==> config.mk <==
export PLATFORM = sky130hd
export DESIGN_NAME = tdpt_mod_unit
export DESIGN_NICKNAME = d
export VERILOG_FILES = /design/src/hw/rtl/tdpt_pkg.sv /design/src/hw/rtl/tdpt_mod_unit.sv
export SDC_FILE = /design/constraint.sdc
export NUM_CORES = 1
export LEC_CHECK = 0
export ABC_AREA = 1
export ABC_CLOCK_PERIOD_IN_PS = 5050
export BUFFER_PORTS_ARGS = -buffer_cell sky130_fd_sc_hd__buf_2
export CAP_MARGIN = 20
export CORE_AREA = 10 10 76 78
export CTS_CLUSTER_DIAMETER = 60
export DETAILED_ROUTE_END_ITERATION = 12
export DIE_AREA = 0 0 86 88
export GPL_TIMING_DRIVEN = 0
export PLACE_DENSITY_LB_ADDON = 0.2
export SETUP_SLACK_MARGIN = 0.15
export SKIP_CTS_REPAIR_TIMING = 1
export SLEW_MARGIN = 20
export SYNTH_ARGS = -nofsm -noshare
export SYNTH_HDL_FRONTEND = slang
export SYNTH_SLANG_ARGS = --single-unit
==> constraint.sdc <==
create_clock -name clk -period 5.05 [get_ports clk]
set_input_delay 1.01 -clock clk [delete_from_list [all_inputs] [get_ports clk]]
set_output_delay 1.01 -clock clk [all_outputs]
set_load 0.005 [all_outputs]
==> src/hw/rtl/tdpt_pkg.sv <==
package tdpt_pkg;

	localparam int unsigned VALUE_WIDTH_DEF = 20;

	typedef struct packed {
		logic done;
		logic zero;
	} tdpt_mod_res_t;

endpackage

==> src/hw/rtl/tdpt_mod_unit.sv <==
module tdpt_mod_unit #(
	parameter int unsigned VALUE_WIDTH = tdpt_pkg::VALUE_WIDTH_DEF,
	parameter int unsigned DIV_WIDTH   = (tdpt_pkg::VALUE_WIDTH_DEF + 1) / 2 + 1
) (
	input  logic                    clk,
	input  logic                    arst_n,
	input  logic                    start,
	input  logic [VALUE_WIDTH-1:0]  dividend,
	input  logic [DIV_WIDTH-1:0]    divisor,
	output tdpt_pkg::tdpt_mod_res_t res
);
	import tdpt_pkg::*;

	localparam int unsigned CW = $clog2(VALUE_WIDTH + 1);

	logic                   busy_q;
	logic                   done_q;
	logic [CW-1:0]          cnt_q;
	logic [VALUE_WIDTH-1:0] dvd_q;
	logic [DIV_WIDTH-1:0]   rem_q;
	logic [DIV_WIDTH:0]     trial;
	logic [DIV_WIDTH-1:0]   rem_nxt;

	// one quotient bit per cycle, restoring
	always_comb begin
		trial = {rem_q, dvd_q[VALUE_WIDTH-1]};
		if (trial >= {1'b0, divisor}) begin
			rem_nxt = DIV_WIDTH'(trial - {1'b0, divisor});
		end else begin
			rem_nxt = trial[DIV_WIDTH-1:0];
		end
	end

	always_ff @(posedge clk or negedge arst_n) begin
		if (!arst_n) begin
			busy_q <= 1'b0;
			done_q <= 1'b0;
			cnt_q  <= '0;
		end else begin
			done_q <= 1'b0;
			if (start) begin
				busy_q <= 1'b1;
				cnt_q  <= CW'(VALUE_WIDTH);
			end else if (busy_q) begin
				cnt_q <= cnt_q - CW'(1);
				if (cnt_q == CW'(1)) begin
					busy_q <= 1'b0;
					done_q <= 1'b1;
				end
			end
		end
	end

	always_ff @(posedge clk) begin
		if (start) begin
			dvd_q <= dividend;
			rem_q <= '0;
		end else if (busy_q) begin
			dvd_q <= dvd_q << 1;
			rem_q <= rem_nxt;
		end
	end

	assign res.done = done_q;
	assign res.zero = (rem_q == '0);

endmodule

# After elaboration in Yosys (flattened, before gate mapping)
# Index checks and enable logic that the tools add are counted.
totals:
  ff_bits: 38
  elab_cells: 22
  output_inout_bits: 2
  input_bits: 34
classes:
  eq_ne: 1
  magnitude_cmp: 1
  reduce_logical: 2
  muxes: 11
  add_sub_neg: 2
op_table:
  columns: ["cell", "count"]
  rows:
  - ["$mux 20", 2]
  - ["$ge 12x11->1", 1]
  - ["$logic_not 11->1", 1]
  - ["$mux 11", 1]
  - ["$sub 11x11->11", 1]
  - ["$mux 5", 2]
  - ["$mux 1", 6]
  - ["$eq 5x1->1 const B", 1]
  - ["$sub 5x1->5 const B", 1]
  - ["$reduce_bool 2->1", 1]

# Logic depth before layout (Yosys ltp)
# Gate-level depths: netlist of run 1.
depth:
  depth_word: 4
  depth_mapped: 15
  mapped_depth_nobuf: 14

# Least setup slack after synthesis of run 1
# OpenSTA, ideal clock, no wires.
synth_path:
  path_kind: "input to register"
  start: "input divisor[0]"
  end: "register rem_q[1]"
  path_stages: 13
  n_path_buf: 1
  arrival_time_ns: 2.357
  t_required_ns: 4.907
  path_slack_ns: 2.550
  setup_ns: 0.143
  path_cell_list: "ha_1 > fa_1 > inv_1 > nand2_1 > nand2_1 > nand2_2 > nand2_1 > nand2_2 > nand3_2 > buf_6 > nand2_1 > nand3_1 > o21ai_1"
synth_between:
  elab_chain_len: 2
  word_cells_on_any_way: 3
  cone_classes: "1 x add/sub; 1 x order compare; 1 x mux"
synth_lines:
  columns: ["item", "line_no", "rtl"]
  rows:
  - ["start, declared", "tdpt_mod_unit.sv:9", "input logic [DIV_WIDTH-1:0] divisor,"]
  - ["$sub 11x11->11 or $ge 12x11->1 (tied branches)", "tdpt_mod_unit.sv:28, tdpt_mod_unit.sv:27", null]
  - ["$mux 11 (*)", "tdpt_mod_unit.sv:27", "if (trial >= {1'b0, divisor}) begin"]
  - ["end signal, assigned", "tdpt_mod_unit.sv:60", "rem_q <= rem_nxt;"]
  - ["end, declared", "tdpt_mod_unit.sv:20", "logic [DIV_WIDTH-1:0] rem_q;"]
# Mark *: on every way between the ends. The rest lies on a longest branch, timed or not.
# A chain may end at the register's enable or synchronous reset.

# Final worst setup path of run 1
# Same ends and word-level chain as after synthesis.

==> results of run 1 <==
[flip-flops by register name, summed over array words and instances, names as in the netlist]
register / flops
done_q: 1
busy_q: 1
cnt_q: 5
dvd_q: 20
rem_q: 11
[cells by family after synthesis]
kind of cell | count (synthesis) | share of synthesized area
flops | 38 | 0.399
buf+inv | 76 | 0.128
xor+xnor | 3 | 0.0105
simple gates | 200 | 0.357
fa+ha+maj | 14 | 0.0732
compound gates | 15 | 0.0321
[through the flow]
step / area (µm²) / setup WS, ns / utilization / hold WS, ns
after floorplan: 2500 / 2.55 / - / 0.440
after global placement: 2740 / 2.23 / 0.637 / 0.457
after detailed placement: 2740 / 2.20 / 0.637 / 0.467
after CTS: 2850 / 2.50 / 0.664 / 0.479
after global routing: 2850 / 2.36 / 0.664 / 0.490
final: 2850 / 2.47 / 0.664 / 0.477
[synth_stat cells (all sizes together), types with 5 or more instances]
library cell and number:
a21oi 5, buf 7, dfrtp 7, dfxtp 11, edfxtp 20, ha 13, inv 65, nand2 133
nand3 32, nand4 18, nor2 14, o21ai 9
[metal layers]
metal | vias to the layer above | track usage | part of all wire | wire length, µm
li1 | 1173 | - | - | -
met5 | - | 0 | 0 | 0
met3 | 7 | 0.0399 | 0.054 | 297
met1 | 988 | 0.189 | 0.46 | 2540
met2 | 58 | 0.255 | 0.48 | 2630
met4 | 0 | 0.0554 | 0.011 | 60
[layout make-up]
cell class	count	area (µm²)
Tap cell	52	65.1
Clock buffer	7	86.3
Timing Repair Buffer	35	175
Clock inverter	1	30.0
Buffer	11	76.3
Sequential cell	38	996
Inverter	65	244
Multi-Input combinational cell	232	1180
Fill cell	372	1440
[report_power, final]
group | switching, W | leakage [nW] | internal (W)
clock network | 0.000112 | 0.0585 | 0.000161
registers | 0.0000281 | 0.393 | 0.000381
logic | 0.000334 | 1.14 | 0.000215
[worst register-to-register path, delay by kind of cell, from the launching register on]
family                     cells  cell delay (ns)
adders and majority gates      2             0.63
and+or+nand+nor                8             0.61
buffers and inverters          3             0.35
DFF                            1             0.33
AOI/OAI and AO/OA              1             0.07
[worst paths after layout]
check,to,depth (start not counted),slack (ns)
max,rem_q[1],14,2.47
min,rem_q[9],2,0.48
max reg2reg,rem_q[1],14,2.93
min reg2reg,rem_q[9],2,0.48
max in group asynchronous,cnt_q[3],1,4.36
min in group asynchronous,cnt_q[4],1,0.54
==> qor.txt, run 1 <==
RSZ-0062 raised after global routing = no
number of global-route vias before repair = 2,196
crit-path leading delay family = adder cells
FP Rows = 24
TritonCTS clock tree = done
GRT Total Usage = 0.154
commonest non-fill, non-tap cell in the layout = nand2_1
Worst VDD drop = 0.267 mV
final setup fails = 0
Post-Place Cells = 433
Power Total = 0.00123 W
first-pass GRT wire length = 9.60 mm
Synth Area per Inst = 7.21 µm²
Synth top area share = 0.241
Detail Route Antenna Nets = 0
Min-Delay Path Class = reg -> reg
Die Y = 88 µm
crit path max fanout = 10
Syn Nets = 394
IO Pins = 36
worst endpoint required time = 5.19 ns
Max-Cap Viols = 0
leading cell types in the layout, fill and taps excluded = nand2_1, inv_1, buf_2, nand3_1, edfxtp_1
clk buf depth = 2
initial antenna violation count = 0
FF-to-FF Start = dvd_q[19]
Detail Placement HPWL = 4.16 mm
EDFF count, synth = 20
drt first-iter violations = 140
P_leak = 1.60 nW
via count = 2,226
cells after synthesis = 346
CP endpoint kind = flop
Setup TNS = 0 ns
Slew @ Worst Pin = 0.949 ns
fin crit share = 0.510
Power Dens Cells = 431 nW/µm²
core area = 4290 µm²
Period minus WS final = 2.58 ns
CP Launch Point = divisor[0]
# port buffers = 35
htree depth = 2
status = finished clean
Post-route DRC = 0
highest clock rate = 0.388 GHz
CTS root buf = clkbuf_8
sequential cell area fraction in the yosys report = 0.399
grt ovf = 0
WS Path Type = in -> reg
Slew Limit Headroom = 0.366
Ys Warns = 0
WL final = 5.53 mm
Layout Cells excl Fill = 441
critical path's most frequent cell = nand2_1
total die area = 7570 µm²
Worst Path Arrival = 2.72 ns
crit-path cells = buf_2, ha_1, fa_1, inv_1, nand2_1, nand2_1, nand2_2, nand2_1, nand2_2, nand3_2, buf_6, nand2_1, nand3_1, o21ai_1
Post-Syn Area = 2500 µm²
ranking of synthesized cells by area = edfxtp_1, nand2_1, inv_1
post-synth top area cell = edfxtp_1
area growth from synthesis to layout = 14.3%
slowest CP cell = fa_1
share of cells above drive strength 1 = 0.167
Worst Hold Launch = rem_q[9]
startpoint class of the critical path = primary input
WL/cell = 12.5 µm
Ant. Diodes = 0
Post-synth ARST share = 0.184
Worst-path clk slew = 0.07 ns
Bufs and invs on worst path = 3
largest net degree at the start of global routing = 28
Die Width = 86 µm
CTS sink count = 38
synthesized flop and latch total = 38
post-synth cell types = 26
Slowest Stage Delay on Critical Path = 0.42 ns
Nets = 436
clk_lat worst skew = 0.30 ns
cts bufs inserted = 5
Fin. Hold Viols = 0
Via density = 5.05
routability congestion estimate = 0.926
fin. max-slew vios = 0
ys flop type = edfxtp_1
Fin Clk Skew = 0.00927 ns
DR pass1 iterations = 4
Initial Utilization = 0.581
(Power assumes the default switching activity.)
==> run 2, diff against run 1 <==
ABC_AREA = 0   (was 1)
ABC_CLOCK_PERIOD_IN_PS = 2350   (was 5050)
CORE_AREA = 10 10 78 80   (was 10 10 76 78)
DIE_AREA = 0 0 88 90   (was 0 0 86 88)
clock period = 2.35 ns   (was 5.05 ns; I/O delays follow)
==> qor.txt, run 2 <==
crit-path leading delay family = compound AO/OA/AOI/OAI gates
Top reg by flops = dvd_q
IO Pins = 36
Post-Syn Area = 2250 µm²
Via density = 5.45
Worst-path clk slew = 0.08 ns
Slew @ Worst Pin = 0.657 ns
cell depth of the worst hold path = 2
Ant. Diodes = 0
Post-Place Cells = 304
Post-route DRC = 0
Layout Cells excl Fill = 324
initial antenna violation count = 0
total die area = 7920 µm²
reg2reg path depth = 9
ys flop type = edfxtp_1
Period minus WS final = 2.26 ns
Worst Hold Launch = dividend[9]
routability congestion estimate = 0.878
synth cell count leaders = edfxtp_1, nand2_1, mux2_2
Synth Area per Inst = 10.5 µm²
GRT Total Usage = 0.127
Nets = 317
sequential cell area fraction in the yosys report = 0.442
post-synth top area cell = edfxtp_1
cells after synthesis = 215
Fin Clk Skew = 0.00898 ns
Detail Placement HPWL = 3.57 mm
Fin. Hold Viols = 0
highest clock rate = 0.442 GHz
Slowest Stage Delay on Critical Path = 0.38 ns
Min-Delay Endpoint = dvd_q[9]
Bufs and invs on worst path = 1
Power Total = 0.00298 W
Die Y = 90 µm
WL/cell = 15.9 µm
status = finished clean
Min-Delay Path Class = in -> reg
Placed Area = 2530 µm²
Worst Path Arrival = 2.48 ns
via count = 1,767
grt ovf = 0
Max-Cap Viols = 0
largest net degree at the start of global routing = 21
Initial Utilization = 0.490
# port buffers = 35
post-synth cell types = 50
clk buf depth = 2
number of global-route vias before repair = 1,756
CP endpoint kind = flop
Top Registers = dvd_q: 20 flops, rem_q: 11 flops, cnt_q: 5 flops
P_leak = 1.22 nW
Syn Nets = 263
TritonCTS clock tree = done
leading cell types in the layout, fill and taps excluded = buf_2, edfxtp_1, mux2_2, nand2_1, inv_1
WS Path Type = reg -> reg
startpoint class of the critical path = flop
CTS root buf = clkbuf_8
reg2reg end = rem_q[10]
clk_lat worst skew = 0.29 ns
share of cells above drive strength 1 = 0.370
r2r setup slk = 0.09 ns
crit-path cells = inv_2, ha_4, fa_2, nand2b_4, o2bb2ai_4, a211o_4, nor2b_2, o31a_1, o211ai_2
core area = 4600 µm²
FF-to-FF Start = dvd_q[19]
EDFF count, synth = 20
fin. max-slew vios = 0
hold slack = 0.470 ns
Power Dens Cells = 1040 nW/µm²
Worst VDD drop = 0.600 mV
ranking of synthesized cells by area = edfxtp_1, dfxtp_1, mux2_2
DR pass1 iterations = 4
CTS sink count = 38
WL final = 5.16 mm
first-pass GRT wire length = 8.22 mm
post-route cell area = 2850 µm²
cts bufs inserted = 5
area growth from synthesis to layout = 26.8%
final setup fails = 0
slowest CP cell = a211o_4
number of flip-flops in the largest register = 20
worst endpoint required time = 2.57 ns
Post-synth ARST share = 0.184
RSZ-0062 raised after global routing = yes
Ys Warns = 0
drt first-iter violations = 108
CP Launch Point = dvd_q[19]
synthesized flop and latch total = 38
fin crit share = 0.962
crit path max fanout = 5
FP Rows = 25
htree depth = 2
commonest non-fill, non-tap cell in the layout = buf_2
Die Width = 88 µm
Detail Route Antenna Nets = 0
Synth top area share = 0.267
Slew Limit Headroom = 0.560
==> run 2: cell count changes in the layout (fill, tap and decap cells not counted), moves of 4 or more <==
cell / before / now
mux2_2: 0 / 19
nor4_1: 0 / 4
nand3_2: 7 / 1
inv_1: 63 / 16
nand2b_1: 0 / 5
xnor2_1: 0 / 6
nand3_1: 25 / 2
nand2_1: 128 / 19
nand2_2: 5 / 0
mux2i_1: 0 / 5
nand4_1: 18 / 2
buf_4: 3 / 9
==> run 2: metrics by stage <==
step / utilization / setup slack [ns] / setup TNS (ns)
floorplan: - / 0.0504 / 0
global placement: 0.551 / -0.257 / -3.04
detailed placement: 0.551 / -0.253 / -3.18
CTS: 0.582 / -0.0631 / -0.184
global route: 0.621 / 0.0209 / 0
finish: 0.621 / 0.0888 / 0
==> run 2: logic make-up (layout without fill, tap and decap cells) <==
| family | count (synthesis) | in the layout | share of synthesized area |
|---|---|---|---|
| AOI/OAI and AO/OA | 43 | 43 | 0.138 |
| adders and majority gates | 14 | 14 | 0.0812 |
| and+or+nand+nor | 63 | 63 | 0.138 |
| muxes | 25 | 25 | 0.124 |
| buffers and inverters | 24 | 79 | 0.0450 |
| xor gates and xnor gates | 8 | 8 | 0.0311 |
| DFF | 38 | 38 | 0.442 |
==> run 2: report_power, final <==
part | switching (W) | internal [W]
sequential | 0.000108 | 0.000830
clock | 0.000235 | 0.000453
combinational | 0.000668 | 0.000681
==> run 2: worst register-to-register path, delay by kind of cell (launching register included) <==
kind                       cells  cell delay, ns
adders and majority gates      2            0.51
buffers and inverters          1            0.05
AOI/OAI and AO/OA              4            0.95
and+or+nand+nor                2            0.34
DFF                            1            0.34
==> run 2: worst max path at each step <==
stage                      endpoint  cells past startpoint
final                     rem_q[10]                      9
after global routing       rem_q[0]                      7
after CTS                  rem_q[6]                     10
after detailed placement   rem_q[6]                     10
after global placement     rem_q[6]                     10
after floorplan            rem_q[0]                      8
==> run 2: cell type report <==
class / count / area, µm²
fill: 387 / 1740
multi-input combinational: 153 / 1250
sequential: 38 / 997
timing repair buffer: 46 / 282
clock buffer: 6 / 82.6
inverter: 18 / 71.3
tap: 54 / 67.6
clock inverter: 2 / 60.1
buffer: 6 / 37.5
timing repair inverter: 1 / 7.51
==> run 2: metal layers <==
layer / GRT usage / vias up / part of all wire
met4: 0.0332 / 0 / 0.016
met3: 0.0478 / 10 / 0.063
met5: 0 / - / 0
li1: - / 883 / -
met2: 0.189 / 45 / 0.49
met1: 0.166 / 829 / 0.43
